<file path="src/boxcar_average_volume_scaler_assert.svh">
// Assertion macros used by the top module of the boxcar average block.
`ifndef BOXCAR_AVERAGE_VOLUME_SCALER_ASSERT_SVH
`define BOXCAR_AVERAGE_VOLUME_SCALER_ASSERT_SVH

`ifndef SYNTHESIS
`define ASSERT_IMPLY(label, clk, rst, ante, cons) \
  label: assert property (@(posedge clk) disable iff (rst) (ante) |-> (cons)) \
    else $error("assertion failed: same-cycle implication");
`define ASSERT_NEXT(label, clk, rst, ante, cons) \
  label: assert property (@(posedge clk) disable iff (rst) (ante) |=> (cons)) \
    else $error("assertion failed: next-cycle implication");
`else
`define ASSERT_IMPLY(label, clk, rst, ante, cons)
`define ASSERT_NEXT(label, clk, rst, ante, cons)
`endif

`endif

</file>
<file path="src/bavs_pkg.sv">
`default_nettype none

package bavs_pkg;

  localparam int WINDOW_DEPTH = 10;

  localparam int SAMPLE_W     = 13;
  localparam int VOLUME_W     = 8;
  localparam int CFG_W        = 8;
  localparam int VOLUME_SHIFT = 5;

  localparam int SLOT_W  = (WINDOW_DEPTH > 1) ? $clog2(WINDOW_DEPTH) : 1;
  localparam int FILL_W  = $clog2(WINDOW_DEPTH + 1);
  localparam int TOTAL_W = $clog2(WINDOW_DEPTH * 4096 + 1);
  localparam int CNT_W   = $clog2(TOTAL_W + 1);

  localparam logic [SAMPLE_W-1:0] SAMPLE_CEILING = SAMPLE_W'(4096);
  localparam logic [CFG_W-1:0]    CLAMP_RESET    = CFG_W'(1);

  typedef enum logic [1:0] {
    ST_IDLE,
    ST_UPDATE,
    ST_DIV,
    ST_DONE
  } bavs_state_t;

endpackage

`default_nettype wire

</file>
<file path="src/bavs_in_if.sv">
`default_nettype none

interface bavs_in_if;
  import bavs_pkg::*;

  logic                valid;
  logic                ready;
  logic [SAMPLE_W-1:0] raw_sample;

  modport source (output valid, output raw_sample, input ready);
  modport sink (input valid, input raw_sample, output ready);
endinterface

`default_nettype wire

</file>
<file path="src/bavs_out_if.sv">
`default_nettype none

interface bavs_out_if;
  import bavs_pkg::*;

  logic                valid;
  logic                ready;
  logic [SAMPLE_W-1:0] average;
  logic [VOLUME_W-1:0] volume;

  modport source (output valid, output average, output volume, input ready);
  modport sink (input valid, input average, input volume, output ready);
endinterface

`default_nettype wire

</file>
<file path="src/bavs_ram.sv">
`default_nettype none

module bavs_ram #(
  parameter int WIDTH = 8,
  parameter int DEPTH = 16
) (
  input  wire logic                                         clk,
  input  wire logic                                         we,
  input  wire logic [((DEPTH > 1) ? $clog2(DEPTH) : 1)-1:0] waddr,
  input  wire logic [WIDTH-1:0]                             wdata,
  input  wire logic                                         re,
  input  wire logic [((DEPTH > 1) ? $clog2(DEPTH) : 1)-1:0] raddr,
  output logic      [WIDTH-1:0]                             rdata
);

  logic [WIDTH-1:0] mem [DEPTH];

  always_ff @(posedge clk) begin
    if (we) begin
      mem[waddr] <= wdata;
    end
    if (re) begin
      rdata <= mem[raddr];
    end
  end

endmodule

`default_nettype wire

</file>
<file path="src/bavs_div.sv">
`default_nettype none

module bavs_div (
  input  wire logic                          clk,
  input  wire logic                          rst,
  input  wire logic                          start,
  input  wire logic [bavs_pkg::TOTAL_W-1:0]  dividend,
  input  wire logic [bavs_pkg::FILL_W-1:0]   divisor,
  output logic                               done,
  output logic      [bavs_pkg::TOTAL_W-1:0]  quotient
);
  import bavs_pkg::*;

  logic [CNT_W-1:0]   cnt;
  logic [TOTAL_W-1:0] work;
  logic [FILL_W-1:0]  rem;
  logic [FILL_W-1:0]  dsr;
  logic [FILL_W:0]    trial;
  logic               fits;

  // One restoring step per cycle: shift the next dividend bit into the remainder.
  assign trial = {rem, work[TOTAL_W-1]};
  assign fits  = trial >= {1'b0, dsr};
  assign done  = (cnt == CNT_W'(1));
  assign quotient = work;

  always_ff @(posedge clk) begin
    if (rst) begin
      cnt <= '0;
    end else if (start) begin
      cnt <= CNT_W'(TOTAL_W);
    end else if (cnt != '0) begin
      cnt <= cnt - 1'b1;
    end
  end

  always_ff @(posedge clk) begin
    if (start) begin
      work <= dividend;
      rem  <= '0;
      dsr  <= divisor;
    end else if (cnt != '0) begin
      work <= {work[TOTAL_W-2:0], fits};
      rem  <= fits ? FILL_W'(trial - {1'b0, dsr}) : FILL_W'(trial);
    end
  end

endmodule

`default_nettype wire

</file>
<file path="src/boxcar_average_volume_scaler.sv">
// Boxcar average and volume scaler.
// The samples channel takes one converter reading per word; readings above
// 4096 are saturated to 4096. The results channel gives one word per sample:
// the truncated mean of the last ten readings (fewer while the window is
// still filling) and a volume of mean >> 5, forced to zero when it falls
// below the clamp threshold written on the configuration port.
// After a sample is accepted, the block reads the old window slot, updates
// the window and the running total, and runs the serial divider, which
// retires one quotient bit per cycle over the 16-bit running total; it then
// loads the output register. A new sample is taken only after that load.
// The result sits in an output register, so a new sample is taken while a
// result still waits. A stalled receiver holds the result; once the next
// result is ready, the block waits for the output register to empty.
// Reset empties the window, clears the running total and sets the clamp
// threshold to 1. Write the threshold only while no sample is in flight.
`default_nettype none

module boxcar_average_volume_scaler (
  input  wire logic                        clk,
  input  wire logic                        rst,
  bavs_in_if.sink                          samples,
  bavs_out_if.source                       results,
  input  wire logic                        cfg_wr_en,
  input  wire logic [bavs_pkg::CFG_W-1:0]  cfg_wr_data
);
  import bavs_pkg::*;

  `include "boxcar_average_volume_scaler_assert.svh"

  bavs_state_t         state;
  bavs_state_t         state_next;
  logic [SLOT_W-1:0]   write_slot;
  logic [SLOT_W-1:0]   write_slot_next;
  logic [FILL_W-1:0]   fill_count;
  logic [FILL_W-1:0]   fill_count_next;
  logic [TOTAL_W-1:0]  running_total;
  logic [TOTAL_W-1:0]  running_total_next;
  logic [CFG_W-1:0]    clamp_threshold;
  logic [SAMPLE_W-1:0] sample;
  logic [SAMPLE_W-1:0] sample_sat;
  logic [SAMPLE_W-1:0] old_sample;
  logic [SAMPLE_W-1:0] old_sub;
  logic                out_vld;
  logic [SAMPLE_W-1:0] average_reg;
  logic [VOLUME_W-1:0] volume_reg;

  logic                accept;
  logic                full;
  logic                ram_re;
  logic                ram_we;
  logic                div_start;
  logic                div_done;
  logic [TOTAL_W-1:0]  quotient;
  logic [SAMPLE_W-1:0] mean;
  logic [VOLUME_W-1:0] vol_raw;
  logic                out_load;

  assign samples.ready = (state == ST_IDLE);
  assign accept        = samples.valid && samples.ready;

  assign sample_sat = (samples.raw_sample > SAMPLE_CEILING) ? SAMPLE_CEILING
                                                             : samples.raw_sample;

  assign full    = (fill_count == FILL_W'(WINDOW_DEPTH));
  assign old_sub = full ? old_sample : '0;

  assign running_total_next = running_total - TOTAL_W'(old_sub) + TOTAL_W'(sample);
  assign fill_count_next    = full ? fill_count : FILL_W'(fill_count + 1'b1);
  assign write_slot_next    = (write_slot == SLOT_W'(WINDOW_DEPTH - 1)) ? '0
                                                                        : SLOT_W'(write_slot + 1'b1);

  assign mean    = quotient[SAMPLE_W-1:0];
  assign vol_raw = VOLUME_W'(mean >> VOLUME_SHIFT);

  bavs_ram #(
    .WIDTH (SAMPLE_W),
    .DEPTH (WINDOW_DEPTH)
  ) u_window (
    .clk   (clk),
    .we    (ram_we),
    .waddr (write_slot),
    .wdata (sample),
    .re    (ram_re),
    .raddr (write_slot),
    .rdata (old_sample)
  );

  bavs_div u_div (
    .clk      (clk),
    .rst      (rst),
    .start    (div_start),
    .dividend (running_total_next),
    .divisor  (fill_count_next),
    .done     (div_done),
    .quotient (quotient)
  );

  always_comb begin
    state_next = state;
    case (state)
      ST_IDLE: begin
        if (accept) begin
          state_next = ST_UPDATE;
        end
      end
      ST_UPDATE: begin
        state_next = ST_DIV;
      end
      ST_DIV: begin
        if (div_done) begin
          state_next = ST_DONE;
        end
      end
      ST_DONE: begin
        if (!out_vld || results.ready) begin
          state_next = ST_IDLE;
        end
      end
      default: begin
        state_next = ST_IDLE;
      end
    endcase
  end

  always_comb begin
    ram_re    = 1'b0;
    ram_we    = 1'b0;
    div_start = 1'b0;
    out_load  = 1'b0;
    case (state)
      ST_IDLE: begin
        ram_re = accept;
      end
      ST_UPDATE: begin
        ram_we    = 1'b1;
        div_start = 1'b1;
      end
      ST_DIV: begin
      end
      ST_DONE: begin
        out_load = !out_vld || results.ready;
      end
      default: begin
      end
    endcase
  end

  always_ff @(posedge clk) begin
    if (rst) begin
      state           <= ST_IDLE;
      write_slot      <= '0;
      fill_count      <= '0;
      running_total   <= '0;
      clamp_threshold <= CLAMP_RESET;
      out_vld         <= 1'b0;
    end else begin
      state <= state_next;
      if (cfg_wr_en) begin
        clamp_threshold <= cfg_wr_data;
      end
      if (div_start) begin
        write_slot    <= write_slot_next;
        fill_count    <= fill_count_next;
        running_total <= running_total_next;
      end
      if (out_load) begin
        out_vld <= 1'b1;
      end else if (results.ready) begin
        out_vld <= 1'b0;
      end
    end
  end

  always_ff @(posedge clk) begin
    if (accept) begin
      sample <= sample_sat;
    end
    if (out_load) begin
      average_reg <= mean;
      volume_reg  <= (vol_raw < clamp_threshold) ? '0 : vol_raw;
    end
  end

  assign results.valid   = out_vld;
  assign results.average = average_reg;
  assign results.volume  = volume_reg;

  `ASSERT_IMPLY(a_fill_bound, clk, rst, 1'b1, fill_count <= FILL_W'(WINDOW_DEPTH))
  `ASSERT_IMPLY(a_slot_bound, clk, rst, 1'b1, {1'b0, write_slot} < (SLOT_W + 1)'(WINDOW_DEPTH))
  `ASSERT_IMPLY(a_div_nonzero, clk, rst, div_start, fill_count_next != '0)
  `ASSERT_IMPLY(a_done_in_div, clk, rst, div_done, state == ST_DIV)
  `ASSERT_NEXT(a_load_valid, clk, rst, out_load, out_vld)

endmodule

`default_nettype wire

</file>
<file path="src/flat_wrapper.sv">
// flat-port wrapper written by rule: the top's interface ports become plain ports
module boxcar_average_volume_scaler_flat import bavs_pkg::*;
  (clk, rst, cfg_wr_en, cfg_wr_data, samples_valid, samples_raw_sample, samples_ready, results_valid, results_average, results_volume, results_ready);
  bavs_in_if samples_i ();
  bavs_out_if results_i ();
  input  wire logic clk;
  input  wire logic rst;
  input  wire logic cfg_wr_en;
  input  wire logic [bavs_pkg::CFG_W-1:0] cfg_wr_data;
  input wire logic [$bits(samples_i.valid)-1:0] samples_valid;
  input wire logic [$bits(samples_i.raw_sample)-1:0] samples_raw_sample;
  output wire logic [$bits(samples_i.ready)-1:0] samples_ready;
  output wire logic [$bits(results_i.valid)-1:0] results_valid;
  output wire logic [$bits(results_i.average)-1:0] results_average;
  output wire logic [$bits(results_i.volume)-1:0] results_volume;
  input wire logic [$bits(results_i.ready)-1:0] results_ready;
  assign samples_i.valid = samples_valid;
  assign samples_i.raw_sample = samples_raw_sample;
  assign samples_ready = samples_i.ready;
  assign results_valid = results_i.valid;
  assign results_average = results_i.average;
  assign results_volume = results_i.volume;
  assign results_i.ready = results_ready;
  boxcar_average_volume_scaler u_core (.clk(clk), .rst(rst), .samples(samples_i), .results(results_i), .cfg_wr_en(cfg_wr_en), .cfg_wr_data(cfg_wr_data));
endmodule
</file>
<file path="config.mk">
export PLATFORM = sky130hd
export DESIGN_NAME = boxcar_average_volume_scaler_flat
export DESIGN_NICKNAME = d
export VERILOG_FILES = /design/src/bavs_pkg.sv /design/src/bavs_in_if.sv /design/src/bavs_out_if.sv /design/src/bavs_ram.sv /design/src/bavs_div.sv /design/src/boxcar_average_volume_scaler.sv /design/src/flat_wrapper.sv
export VERILOG_INCLUDE_DIRS = /design/src /design/src/src
export SDC_FILE = /design/constraint.sdc
export NUM_CORES = 1
export LEC_CHECK = 0
export BUFFER_PORTS_ARGS = -buffer_cell sky130_fd_sc_hd__buf_2
export CAP_MARGIN = 30
export CORE_AREA = 2 2 189 154
export DETAILED_ROUTE_END_ITERATION = 8
export DIE_AREA = 0 0 191 156
export PLACE_DENSITY = 0.61
export SYNTH_ARGS = -nofsm -noshare
export SYNTH_HDL_FRONTEND = slang
export SYNTH_SLANG_ARGS = --single-unit
export TNS_END_PERCENT = 10
</file>
<file path="constraint.sdc">
create_clock -name clk -period 4.2 [get_ports clk]
set_input_delay 1.26 -clock clk [delete_from_list [all_inputs] [get_ports clk]]
set_output_delay 1.26 -clock clk [all_outputs]
set_load 0.01 [all_outputs]
</file>
==> results.txt, run 1 <==
Status - finished, final reports clean
Crit end category - flop
Post-layout nets - 965
Peak Freq - 265 MHz
CTS Hold Bufs - 0
Layout Utilization - 0.451
Die Area - 0.0298 sq mm
# H-tree levels - 1
GRT Util Overall - 0.154
Crit path max fanout - 16
Leak - 4.63 nW
Antenna diodes - 0
Post-DP HPWL - 15.0 mm
Layout cells sized above 1 - 0.182
Worst EP arrival - 4.03 ns
Flops & latches, synth - 241
Largest stage delay, worst path - 0.54 ns
Routability Congestion - 0.797
Count of cells resized by post-cts repair - 0
Yosys top cell by area - edfxtp_1
Dpl ws - 0.445 ns
Clock Latency Late Sink - 0.52 ns
CTS clk-pin slew, worst paths - 0.07 ns
Root Buffer Master - clkbuf_16
CP top delay family - adder cells
Average routed wire per standard cell - 17.4 um
Sequential share of the synthesized area - 0.615
Mapped Avg Cell Area - 13.3 sq um
RSZ-0062 raised after global routing - no
1st-iter DRT viols - 425
Synth cell types - 69
Die width - 191 um
Clock sinks - 241
Slowest stage cell, crit path - fa_1
Pwr Total - 8.90 mW
Area Growth Syn to Fin - 13.8%
Synthesized area - 0.0110 sq mm
Initial Utilization - 0.396
DIE HEIGHT - 156 um
Post-Synthesis Net Count - 905
Top_reg_cell synth - edfxtp_1
Kind of critical path - reg -> reg
Antenna violations before repair - 0
Fillers - 2487
DR vias/cell - 5.02
CTS Buf Count - 24
Port-buffer cells - 48
Vias in the first global route - 6435
Worst-Margin Slew - 0.863 ns
RR Endpoint - u_core.u_div.quotient[15]$_DFFE_PP_
I/O pins - 49
Clock Skew - 0.0144 ns
Max_cap viols - 0
Antenna Nets Post-Route - 0
Area of the multi-input gates - 0.00377 sq mm
Final worst path period need - 3.77 ns
Pwr/cell area - 708 mW/mm^2
TritonCTS clock tree - done
Max rail drop VDD - 0.000387 V
Proportion of synthesized flip-flops having asynchronous set or reset - 0
PnR worst setup slack - 0.430 ns
CTS Buffer Depth - 3
Post-Synthesis Cells - 829
Ranking of synthesized cells by area - edfxtp_1, dfxtp_1, mux4_2
Req. time, crit path - 4.46 ns
Max reg flops - 130
Worst Path Buf+Inv - 3
Number of remaining DRC errors - 0
Biggest register - u_core.u_window.mem
FF-to-FF setup slack - 0.43 ns
Largest net degree at the start of global routing - 41
Congestion Overflow GR - 0
Routed WL - 22.2 mm
Hold path startpoint - u_core.running_total[10]$_SDFFE_PP0P_
FF-to-FF path depth - 15
Sequential cell area - 0.00680 sq mm
Detailed Routing Iterations Pass 1 - 4
Hold path depth - 2
Min-delay worst type - reg -> reg
Share of Yosys cell area claimed by the top area cell type - 0.536
Routed via count - 6405
Part of the cycle the worst path needs - 0.898
Most frequent cells in the layout - edfxtp_1, inv_1, nor2_1, nand2_1, buf_2
First-pass GRT wire length - 35.8 mm
Fin. max-slew vios - 0
Hold path endpoint - u_core.running_total[10]$_SDFFE_PP0P_
Commonest non-fill, non-tap cell in the layout - edfxtp_1
CP cell instances - inv_1 > ha_1 > nand2_1 > nor2_1 > buf_4 > and2_1 > fa_1 > inv_1 > ha_1 > a211o_1 > a21oi_2 > o21ai_2 > a211oi_2 > xnor3_1 > mux2_4
Final hold vios - 0
Ys Warns - 0
Setup TNS - 0 ns
Post-synth EDFFs - 197
Slew margin rel. - 0.423
R2r startpoint - u_core.fill_count[0]$_SDFFE_PP0P_
Finish-stage setup viols - 0
Cell row count - 55
Area of the core - 0.0279 sq mm
Buffers inserted during post-CTS setup optimization - 0
Critical Path Start Type - flop
## final cells by class
cell class	count	area share
multi-input combinational	463	0.300
clock inverter	12	0.00647
timing repair buffer	72	0.0372
tap	370	0.0368
clock buffer	31	0.0531
sequential	241	0.541
inverter	87	0.0260
## synthesized netlist by cell type (2+ instances only)
master and count:
nor2b_1 30, clkbuf_1 21, fa_1 14, or2_2 2
a21oi_1 41, buf_1 5, o211ai_1 2, nor3_1 22
a31oi_1 2, a32oi_1 2, or4_1 2, a21oi_2 2
nand3_1 9, a21o_1 6, nand4_1 4, or3_1 2
and3_1 4, edfxtp_1 197, a211oi_2 2, o22ai_1 2
nand2b_1 3, dfxtp_1 44, nand3b_1 3, xnor2_1 12
o21bai_1 2, ha_1 36, a211oi_1 19, nor2_1 55
xor2_1 7, mux2i_1 28, buf_2 7, o21a_1 4
nand2_1 54, mux4_2 26, buf_4 3, o21ai_0 19
inv_1 86, and2_1 14, a21o_2 2, mux2_2 4
nor4_1 2
## worst register-to-register path: stages, from the launching register on
cell and delay, ns:
dfxtp_1 0.44, inv_1 0.07, ha_1 0.19, nand2_1 0.06, nor2_1 0.04, buf_4 0.19, and2_1 0.18, fa_1 0.54
inv_1 0.06, ha_1 0.31, a211o_1 0.32, a21oi_2 0.23, o21ai_2 0.15, a211oi_2 0.25, xnor3_1 0.25, mux2_4 0.26
## logic make-up (layout without fill, tap and decap cells)
| logic type | count (synthesis) | in the layout | synth area share |
|---|---|---|---|
| muxes | 59 | 59 | 0.0838 |
| xor gates and xnor gates | 20 | 20 | 0.0171 |
| DFF | 241 | 241 | 0.615 |
| and+or+nand+nor | 211 | 211 | 0.0935 |
| adders and majority gates | 50 | 50 | 0.0662 |
| AOI/OAI and AO/OA | 123 | 123 | 0.0781 |
| buffers and inverters | 125 | 202 | 0.0459 |
## metal layers
metal,up-vias,track usage,part of all wire
met5,-,0,0
met3,29,0.0216,0.037
li1,3105,-,-
met4,0,0.0373,0.019
met2,115,0.235,0.44
met1,3156,0.233,0.51
## through the flow
stage	hold WS, ns	cells	instance area, sq um
2_1_floorplan	0.426	829	11000
3_3_place_gp	0.455	1230	11800
3_5_place_dp	0.455	1232	11800
4_1_cts	0.470	1275	12500
5_1_grt	0.487	1276	12600
6_report	0.469	1276	12600
## worst max-delay path by stage
stage                                            from                                   to  slack, ns  depth (start not counted)
floorplan           u_core.fill_count[0]$_SDFFE_PP0P_  u_core.u_div.quotient[12]$_DFFE_PP_       0.61                         15
global placement    u_core.fill_count[0]$_SDFFE_PP0P_  u_core.u_div.quotient[12]$_DFFE_PP_       0.51                         15
detailed placement  u_core.fill_count[0]$_SDFFE_PP0P_  u_core.u_div.quotient[15]$_DFFE_PP_       0.44                         15
CTS                 u_core.fill_count[0]$_SDFFE_PP0P_  u_core.u_div.quotient[15]$_DFFE_PP_       0.43                         15
global route        u_core.fill_count[0]$_SDFFE_PP0P_  u_core.u_div.quotient[12]$_DFFE_PP_       0.20                         15
finish              u_core.fill_count[0]$_SDFFE_PP0P_  u_core.u_div.quotient[15]$_DFFE_PP_       0.43                         15
## where the power goes
group,total [mW],switching [mW],leakage [nW],internal [mW]
Sequential,3.57,0.331,2.18,3.23
Clock,2.06,0.878,0.377,1.18
Combinational,3.28,1.87,2.07,1.41
Total,8.90,3.08,4.63,5.82
Note: power is estimated with default switching activity, not from simulation.
==> inputs of run 2 (changes only) <==
CTS_BUF_LIST = sky130_fd_sc_hd__clkbuf_4 sky130_fd_sc_hd__clkbuf_8   (was not set)
MAX_ROUTING_LAYER = met4   (was not set)
==> results.txt, run 2 (same netlist as run 1, synthesis figures left out) <==
Status - finished, final reports clean (unchanged)
Average routed wire per standard cell - 17.3 um (was 17.4 um)
CTS clk-pin slew, worst paths - 0.06 ns (was 0.07 ns)
Vias in the first global route - 6534 (was 6435)
Buffers inserted during post-CTS setup optimization - 0 (unchanged)
TritonCTS clock tree - done (unchanged)
Pint - 5.77 mW (was 5.82 mW)
Area of the core - 0.0279 sq mm (unchanged)
Antenna violations before repair - 0 (unchanged)
Biggest register - u_core.u_window.mem (unchanged)
Sequential Power Share - 0.403 (was 0.400)
Fin. max-slew vios - 0 (unchanged)
Number of remaining DRC errors - 0 (unchanged)
Kind of critical path - reg -> reg (unchanged)
Crit path max fanout - 16 (unchanged)
Routed via count - 6521 (was 6405)
Leak - 4.66 nW (was 4.63 nW)
DR vias/cell - 5.01 (was 5.02)
Area after DPL - 0.0118 sq mm (unchanged)
Setup TNS - 0 ns (unchanged)
Finish-stage setup viols - 0 (unchanged)
CP cell instances - inv_1 > ha_1 > nand2_1 > nor2_1 > buf_4 > and2_1 > fa_1 > inv_1 > ha_1 > a211o_1 > a21oi_2 > o21ai_2 > a211oi_2 > xnor3_1 > mux2_4 (unchanged)
Met1 Wirelength - 11.3 mm (was 11.2 mm)
Largest stage delay, worst path - 0.54 ns (about the same)
Root Buffer Master - clkbuf_8 (was clkbuf_16)
Slowest stage cell, crit path - fa_1 (unchanged)
Met3 wire length - 1.09 mm (was 816 um)
Worst-Margin Slew - 0.872 ns (was 0.863 ns)
CTS Buf Count - 39 (was 24)
Dpl ws - 0.445 ns (unchanged)
Die Area - 0.0298 sq mm (unchanged)
Max rail drop VDD - 0.000297 V (was 0.000387 V)
Detail Route met2 WL - 9.84 mm (was 9.73 mm)
Worst EP arrival - 4.05 ns (was 4.03 ns)
Initial Utilization - 0.396 (unchanged)
Switching power - 3.10 mW (was 3.08 mW)
Area Growth Syn to Fin - 14.0% (was 13.8%)
First-pass GRT wire length - 36.1 mm (was 35.8 mm)
PnR worst setup slack - 0.421 ns (was 0.430 ns)
Clock Skew - 0.0225 ns (was 0.0144 ns)
1st-iter DRT viols - 405 (was 425)
Commonest non-fill, non-tap cell in the layout - edfxtp_1 (unchanged)
Critical Path Start Type - flop (unchanged)
Antenna Nets Post-Route - 0 (unchanged)
Routed WL - 22.5 mm (was 22.2 mm)
GRT Util Overall - 0.162 (was 0.154)
DIE HEIGHT - 156 um (unchanged)
Final hold vios - 0 (unchanged)
Clock Latency Late Sink - 0.54 ns (was 0.52 ns)
Post-layout nets - 980 (was 965)
Clock sinks - 241 (unchanged)
Post-DP HPWL - 15.0 mm (unchanged)
Slew margin rel. - 0.417 (was 0.423)
Part of the cycle the worst path needs - 0.900 (was 0.898)
Finished Cell Area - 0.0126 sq mm (about the same)
Count of cells resized by post-cts repair - 0 (unchanged)
Layout cells sized above 1 - 0.205 (was 0.182)
Req. time, crit path - 4.47 ns (was 4.46 ns)
Largest net degree at the start of global routing - 41 (unchanged)
RSZ-0062 raised after global routing - no (unchanged)
Most frequent cells in the layout - edfxtp_1, inv_1, nor2_1, nand2_1, buf_2 (unchanged)
Die width - 191 um (unchanged)
Antenna diodes - 0 (unchanged)
Peak Freq - 265 MHz (about the same)
# H-tree levels - 2 (was 1)
Cell row count - 55 (unchanged)
I/O pins - 49 (unchanged)
Crit end category - flop (unchanged)
Detailed Routing Iterations Pass 1 - 6 (was 4)
Max_cap viols - 0 (unchanged)
Routability Congestion - 0.808 (was 0.797)
Comb power frac - 0.369 (about the same)
Pwr/cell area - 704 mW/mm^2 (was 708 mW/mm^2)
CTS Buffer Depth - 3 (unchanged)
Switching part of the total - 0.350 (was 0.346)
Min-delay worst type - reg -> reg (unchanged)
Final worst path period need - 3.78 ns (was 3.77 ns)
Port-buffer cells - 48 (unchanged)
Clock network fraction of design power - 0.229 (was 0.231)
Congestion Overflow GR - 0 (unchanged)
Max reg flops - 130 (unchanged)
CTS Hold Bufs - 0 (unchanged)
DR top layer - met4 (unchanged)
## run 2: changes by cell type in the layout (fill, tap and decap cells not counted), moves of 4 or more
cell       before  now
clkinv_1        3    7
clkbuf_4        0   14
clkbuf_1        4    0
clkinv_2        8    2
clkbuf_16      25    0
clkbuf_8        2   43
## run 2: through the flow
step / std cells / util / hold WS, ns / power, mW
6_report: 1302 / 0.452 / 0.465 / 8.87
5_1_grt: 1302 / 0.452 / 0.482 / 9.51
4_1_cts: 1301 / 0.451 / 0.468 / 8.94
3_5_place_dp: 1232 / 0.423 / 0.455 / 6.89
3_3_place_gp: 1230 / 0.422 / 0.455 / 6.84
2_1_floorplan: 829 / - / 0.426 / 6.09
## run 2: area by class of cell
type	instances	area [sq um]
sequential	241	6800
inverter	87	327
tap	370	463
timing repair buffer	72	460
clock buffer	57	697
multi-input combinational	463	3770
fill	2503	15300
clock inverter	12	82.6
## run 2: worst paths after layout
check | start | to | slack, ns | depth (start not counted)
setup / recovery | u_core.fill_count[0]$_SDFFE_PP0P_ | u_core.u_div.quotient[15]$_DFFE_PP_ | 0.42 | 15
hold / removal | u_core.running_total[10]$_SDFFE_PP0P_ | u_core.running_total[10]$_SDFFE_PP0P_ | 0.47 | 2
setup reg to reg | u_core.fill_count[0]$_SDFFE_PP0P_ | u_core.u_div.quotient[15]$_DFFE_PP_ | 0.42 | 15
hold reg to reg | u_core.running_total[10]$_SDFFE_PP0P_ | u_core.running_total[10]$_SDFFE_PP0P_ | 0.47 | 2
## run 2: power by group through the flow
stage | sequential [mW] | combinational, mW | clock [mW]
6_report | 3.57 | 3.27 | 2.03
5_1_grt | 3.63 | 3.69 | 2.19
4_1_cts | 3.61 | 3.26 | 2.08
3_5_place_dp | 3.66 | 3.23 | 0
3_3_place_gp | 3.66 | 3.17 | 0
2_1_floorplan | 3.47 | 2.62 | 0
## run 2: metal layers
metal	track usage	vias to the layer above
li1	-	3144
met1	0.232	3196
met2	0.233	149
met3	0.0315	32
met4	0.0469	0
met5	-	-
## run 2: worst max-delay path: cells and delay by family (launching register included)
kind	cells	cell delay (ns)
fa+ha+maj	3	1.04
compound gates	4	0.95
flops	1	0.44
buf+inv	3	0.32
simple gates	3	0.28
mux	1	0.26
xor+xnor	1	0.25
==> inputs of run 3 (changes only) <==
ABC_AREA = 1   (was not set)
==> results.txt, run 3 <==
Antenna Nets Post-Route - 0 (unchanged)
Placed Cells incl. Taps - 1436 (was 1232)
Hold path endpoint - u_core.running_total[10]$_SDFFE_PP0P_ (unchanged)
Top post-synthesis cells by count - nand2_1, edfxtp_1, inv_1 (was edfxtp_1, inv_1, nor2_1)
FF-to-FF path depth - 14 (was 15)
Final hold vios - 0 (unchanged)
Largest net degree at the start of global routing - 44 (was 41)
Routed WL - 23.3 mm (was 22.5 mm)
Hold path depth - 2 (unchanged)
Pwr/cell area - 684 mW/mm^2 (was 704 mW/mm^2)
Count of cells resized by post-cts repair - 0 (unchanged)
DR vias/cell - 4.87 (was 5.01)
R2r startpoint - u_core.fill_count[0]$_SDFFE_PP0P_ (unchanged)
GRT Util Overall - 0.166 (was 0.162)
Mapped Avg Cell Area - 10.7 sq um (was 13.3 sq um)
Post-synthesis mux area share - 0 (was 0.0838)
Slowest stage cell, crit path - fa_1 (unchanged)
Area Growth Syn to Fin - 12.9% (was 14.0%)
Top_reg_cell synth - edfxtp_1 (unchanged)
1st-iter DRT viols - 500 (was 405)
Commonest non-fill, non-tap cell in the layout - nand2_1 (was edfxtp_1)
CP cell instances - inv_1 > ha_1 > nand3_1 > nor2_1 > fa_1 > fa_1 > inv_1 > nand3_1 > nand2_1 > nand3_1 > nand3_1 > nand2_1 > nand2_1 > o21ai_0 (was inv_1 > ha_1 > nand2_1 > nor2_1 > buf_4 > and2_1 > fa_1 > inv_1 > ha_1 > a211o_1 > a21oi_2 > o21ai_2 > a211oi_2 > xnor3_1 > mux2_4)
Clock sinks - 241 (unchanged)
Crit end category - flop (unchanged)
Min-delay worst type - reg -> reg (unchanged)
Post-Synthesis Net Count - 1107 (was 905)
DIE HEIGHT - 156 um (unchanged)
Port-buffer cells - 48 (unchanged)
Proportion of synthesized flip-flops having asynchronous set or reset - 0 (unchanged)
Clock Latency Late Sink - 0.54 ns (about the same)
CP dominant cell by count - nand3_1
Ys Warns - 0 (unchanged)
Critical Path Start Type - flop (unchanged)
Dpl ws - 0.938 ns (was 0.445 ns)
CTS Hold Bufs - 0 (unchanged)
Finished Cell Area - 0.0125 sq mm (was 0.0126 sq mm)
Final cell count without fillers - 1504 (was 1302)
Post-Synth Simple-Gate Area - 0.148 (was 0.0935)
Area of the core - 0.0279 sq mm (unchanged)
Post-Synthesis Cells - 1031 (was 829)
Antenna diodes - 0 (unchanged)
Slew margin rel. - 0.476 (was 0.417)
Most frequent cells in the layout - nand2_1, edfxtp_1, inv_1, nand3_1, nor2_1 (was edfxtp_1, inv_1, nor2_1, nand2_1, buf_2)
Routability Congestion - 0.840 (was 0.808)
I/O pins - 49 (unchanged)
Layout cells sized above 1 - 0.150 (was 0.205)
PnR worst setup slack - 0.924 ns (was 0.421 ns)
Post-DP HPWL - 15.6 mm (was 15.0 mm)
Req. time, crit path - 4.47 ns (about the same)
Cell row count - 55 (unchanged)
Max rail drop VDD - 0.000285 V (was 0.000297 V)
Post-Synth XOR/XNOR Area - 0.00633 (was 0.0171)
CTS Buf Count - 38 (was 39)
Vias in the first global route - 7144 (was 6534)
Main combinational cell family by area after synthesis - simple AND/OR/NAND/NOR gates (unchanged)
Worst-Margin Slew - 0.784 ns (was 0.872 ns)
Share of Yosys cell area claimed by the top area cell type - 0.535 (was 0.536)
Fin. max-slew vios - 0 (unchanged)
Peak Freq - 305 MHz (was 265 MHz)
Buffers inserted during post-CTS setup optimization - 0 (unchanged)
Layout Utilization - 0.448 (was 0.452)
CTS Buffer Depth - 3 (unchanged)
FF-to-FF setup slack - 0.92 ns (was 0.42 ns)
Initial Utilization - 0.397 (was 0.396)
Max_cap viols - 0 (unchanged)
Max reg flops - 130 (unchanged)
Detailed Routing Iterations Pass 1 - 5 (was 6)
Post-synth EDFFs - 197 (unchanged)
Final hold slack - 0.453 ns (was 0.465 ns)
Hold path startpoint - u_core.running_total[10]$_SDFFE_PP0P_ (unchanged)
Antenna violations before repair - 0 (unchanged)
Finish-stage setup viols - 0 (unchanged)
Number of remaining DRC errors - 0 (unchanged)
Ranking of synthesized cells by area - edfxtp_1, dfxtp_1, nand2_1 (was edfxtp_1, dfxtp_1, mux4_2)
Routed via count - 7318 (was 6521)
Final worst path period need - 3.28 ns (was 3.78 ns)
CTS clk-pin slew, worst paths - 0.06 ns (about the same)
Worst EP arrival - 3.54 ns (was 4.05 ns)
Crit path max fanout - 15 (was 16)
Synthesized area - 0.0111 sq mm (was 0.0110 sq mm)
Worst Path Buf+Inv - 2 (was 3)
# H-tree levels - 2 (unchanged)
Die Area - 0.0298 sq mm (unchanged)
Average routed wire per standard cell - 15.5 um (was 17.3 um)
Pwr Total - 8.55 mW (was 8.87 mW)
Largest stage delay, worst path - 0.49 ns (was 0.54 ns)
Status - finished, final reports clean (unchanged)
First-pass GRT wire length - 37.6 mm (was 36.1 mm)
Biggest register - u_core.u_window.mem (unchanged)
Post-layout nets - 1182 (was 980)
Part of the cycle the worst path needs - 0.780 (was 0.900)
Die width - 191 um (unchanged)
Yosys top cell by area - edfxtp_1 (unchanged)
RSZ-0062 raised after global routing - no (unchanged)
Synth cell types - 40 (was 69)
Fillers - 2615 (was 2503)
Clock Skew - 0.0208 ns (was 0.0225 ns)
CP top delay family - simple AND/OR/NAND/NOR gates (was adder cells)
Area after DPL - 0.0117 sq mm (was 0.0118 sq mm)
RR Endpoint - u_core.u_div.quotient[12]$_DFFE_PP_ (was u_core.u_div.quotient[15]$_DFFE_PP_)
Compound-gate portion of the synthesized area - 0.0873 (was 0.0781)
Kind of critical path - reg -> reg (unchanged)
Setup TNS - 0 ns (unchanged)
Root Buffer Master - clkbuf_8 (unchanged)
TritonCTS clock tree - done (unchanged)
Flops & latches, synth - 241 (unchanged)
Leak - 5.12 nW (was 4.66 nW)
Count leader, synth - nand2_1 (was edfxtp_1)
Sequential share of the synthesized area - 0.614 (was 0.615)
Adder-Cell Fraction of Synth Area - 0.0660 (was 0.0662)
Congestion Overflow GR - 0 (unchanged)
[run 3: cell types whose count changed after synthesis, moves of 14 or more]
cell      previous run  this run
inv_1               86       170
mux2i_1             28         0
nor2b_1             30         0
a22oi_1              0        15
a211oi_1            19         1
nor3_1              22         8
o21ai_0             19        46
mux4_2              26         0
nand3_1              9        83
nand2_1             54       199
[run 3: cell families after synthesis]
family / Yosys count
adders and majority gates: 50
DFF: 241
AOI/OAI and AO/OA: 143
and+or+nand+nor: 382
xor gates and xnor gates: 8
buffers and inverters: 207
[run 3: layout make-up]
| class | count | area, sq um | area share |
|---|---|---|---|
| flip-flops and latches | 241 | 6800 | 0.544 |
| clock inverters | 13 | 75.1 | 0.00601 |
| clock buffers | 55 | 676 | 0.0541 |
| inverters | 173 | 652 | 0.0522 |
| well taps | 370 | 463 | 0.0371 |
| repair buffers | 69 | 405 | 0.0325 |
| multi-input cells | 583 | 3420 | 0.274 |
[run 3: routing by layer]
metal / GRT usage / vias up / part of all wire
met1: 0.237 / 3444 / 0.49
met2: 0.240 / 211 / 0.43
met5: - / - / 0
li1: - / 3621 / -
met3: 0.0340 / 42 / 0.062
met4: 0.0436 / 0 / 0.020
[run 3: power breakdown]
group,internal [mW],switching [mW],leakage (nW),total [mW]
Sequential,3.22,0.247,2.18,3.47
Clock,1.04,0.924,0.400,1.97
Combinational,1.05,2.06,2.53,3.11
Total,5.31,3.23,5.12,8.55
[run 3: worst max-delay path by stage]
stage | start | end | cells past startpoint
after floorplan | u_core.fill_count[0]$_SDFFE_PP0P_ | u_core.u_div.quotient[11]$_DFFE_PP_ | 18
after global placement | u_core.fill_count[0]$_SDFFE_PP0P_ | u_core.u_div.quotient[12]$_DFFE_PP_ | 14
after detailed placement | u_core.fill_count[0]$_SDFFE_PP0P_ | u_core.u_div.quotient[12]$_DFFE_PP_ | 14
after CTS | u_core.fill_count[0]$_SDFFE_PP0P_ | u_core.u_div.quotient[12]$_DFFE_PP_ | 14
after global routing | u_core.fill_count[0]$_SDFFE_PP0P_ | u_core.u_div.quotient[11]$_DFFE_PP_ | 17
final | u_core.fill_count[0]$_SDFFE_PP0P_ | u_core.u_div.quotient[12]$_DFFE_PP_ | 14
[run 3: worst reg2reg max path: stages, from the launching register on]
cell and delay, ns:
dfxtp_1 0.34, inv_1 0.09, ha_1 0.15, nand3_1 0.44, nor2_1 0.30, fa_1 0.49
fa_1 0.42, inv_1 0.11, nand3_1 0.08, nand2_1 0.14, nand3_1 0.09, nand3_1 0.12
nand2_1 0.09, nand2_1 0.07, o21ai_0 0.06
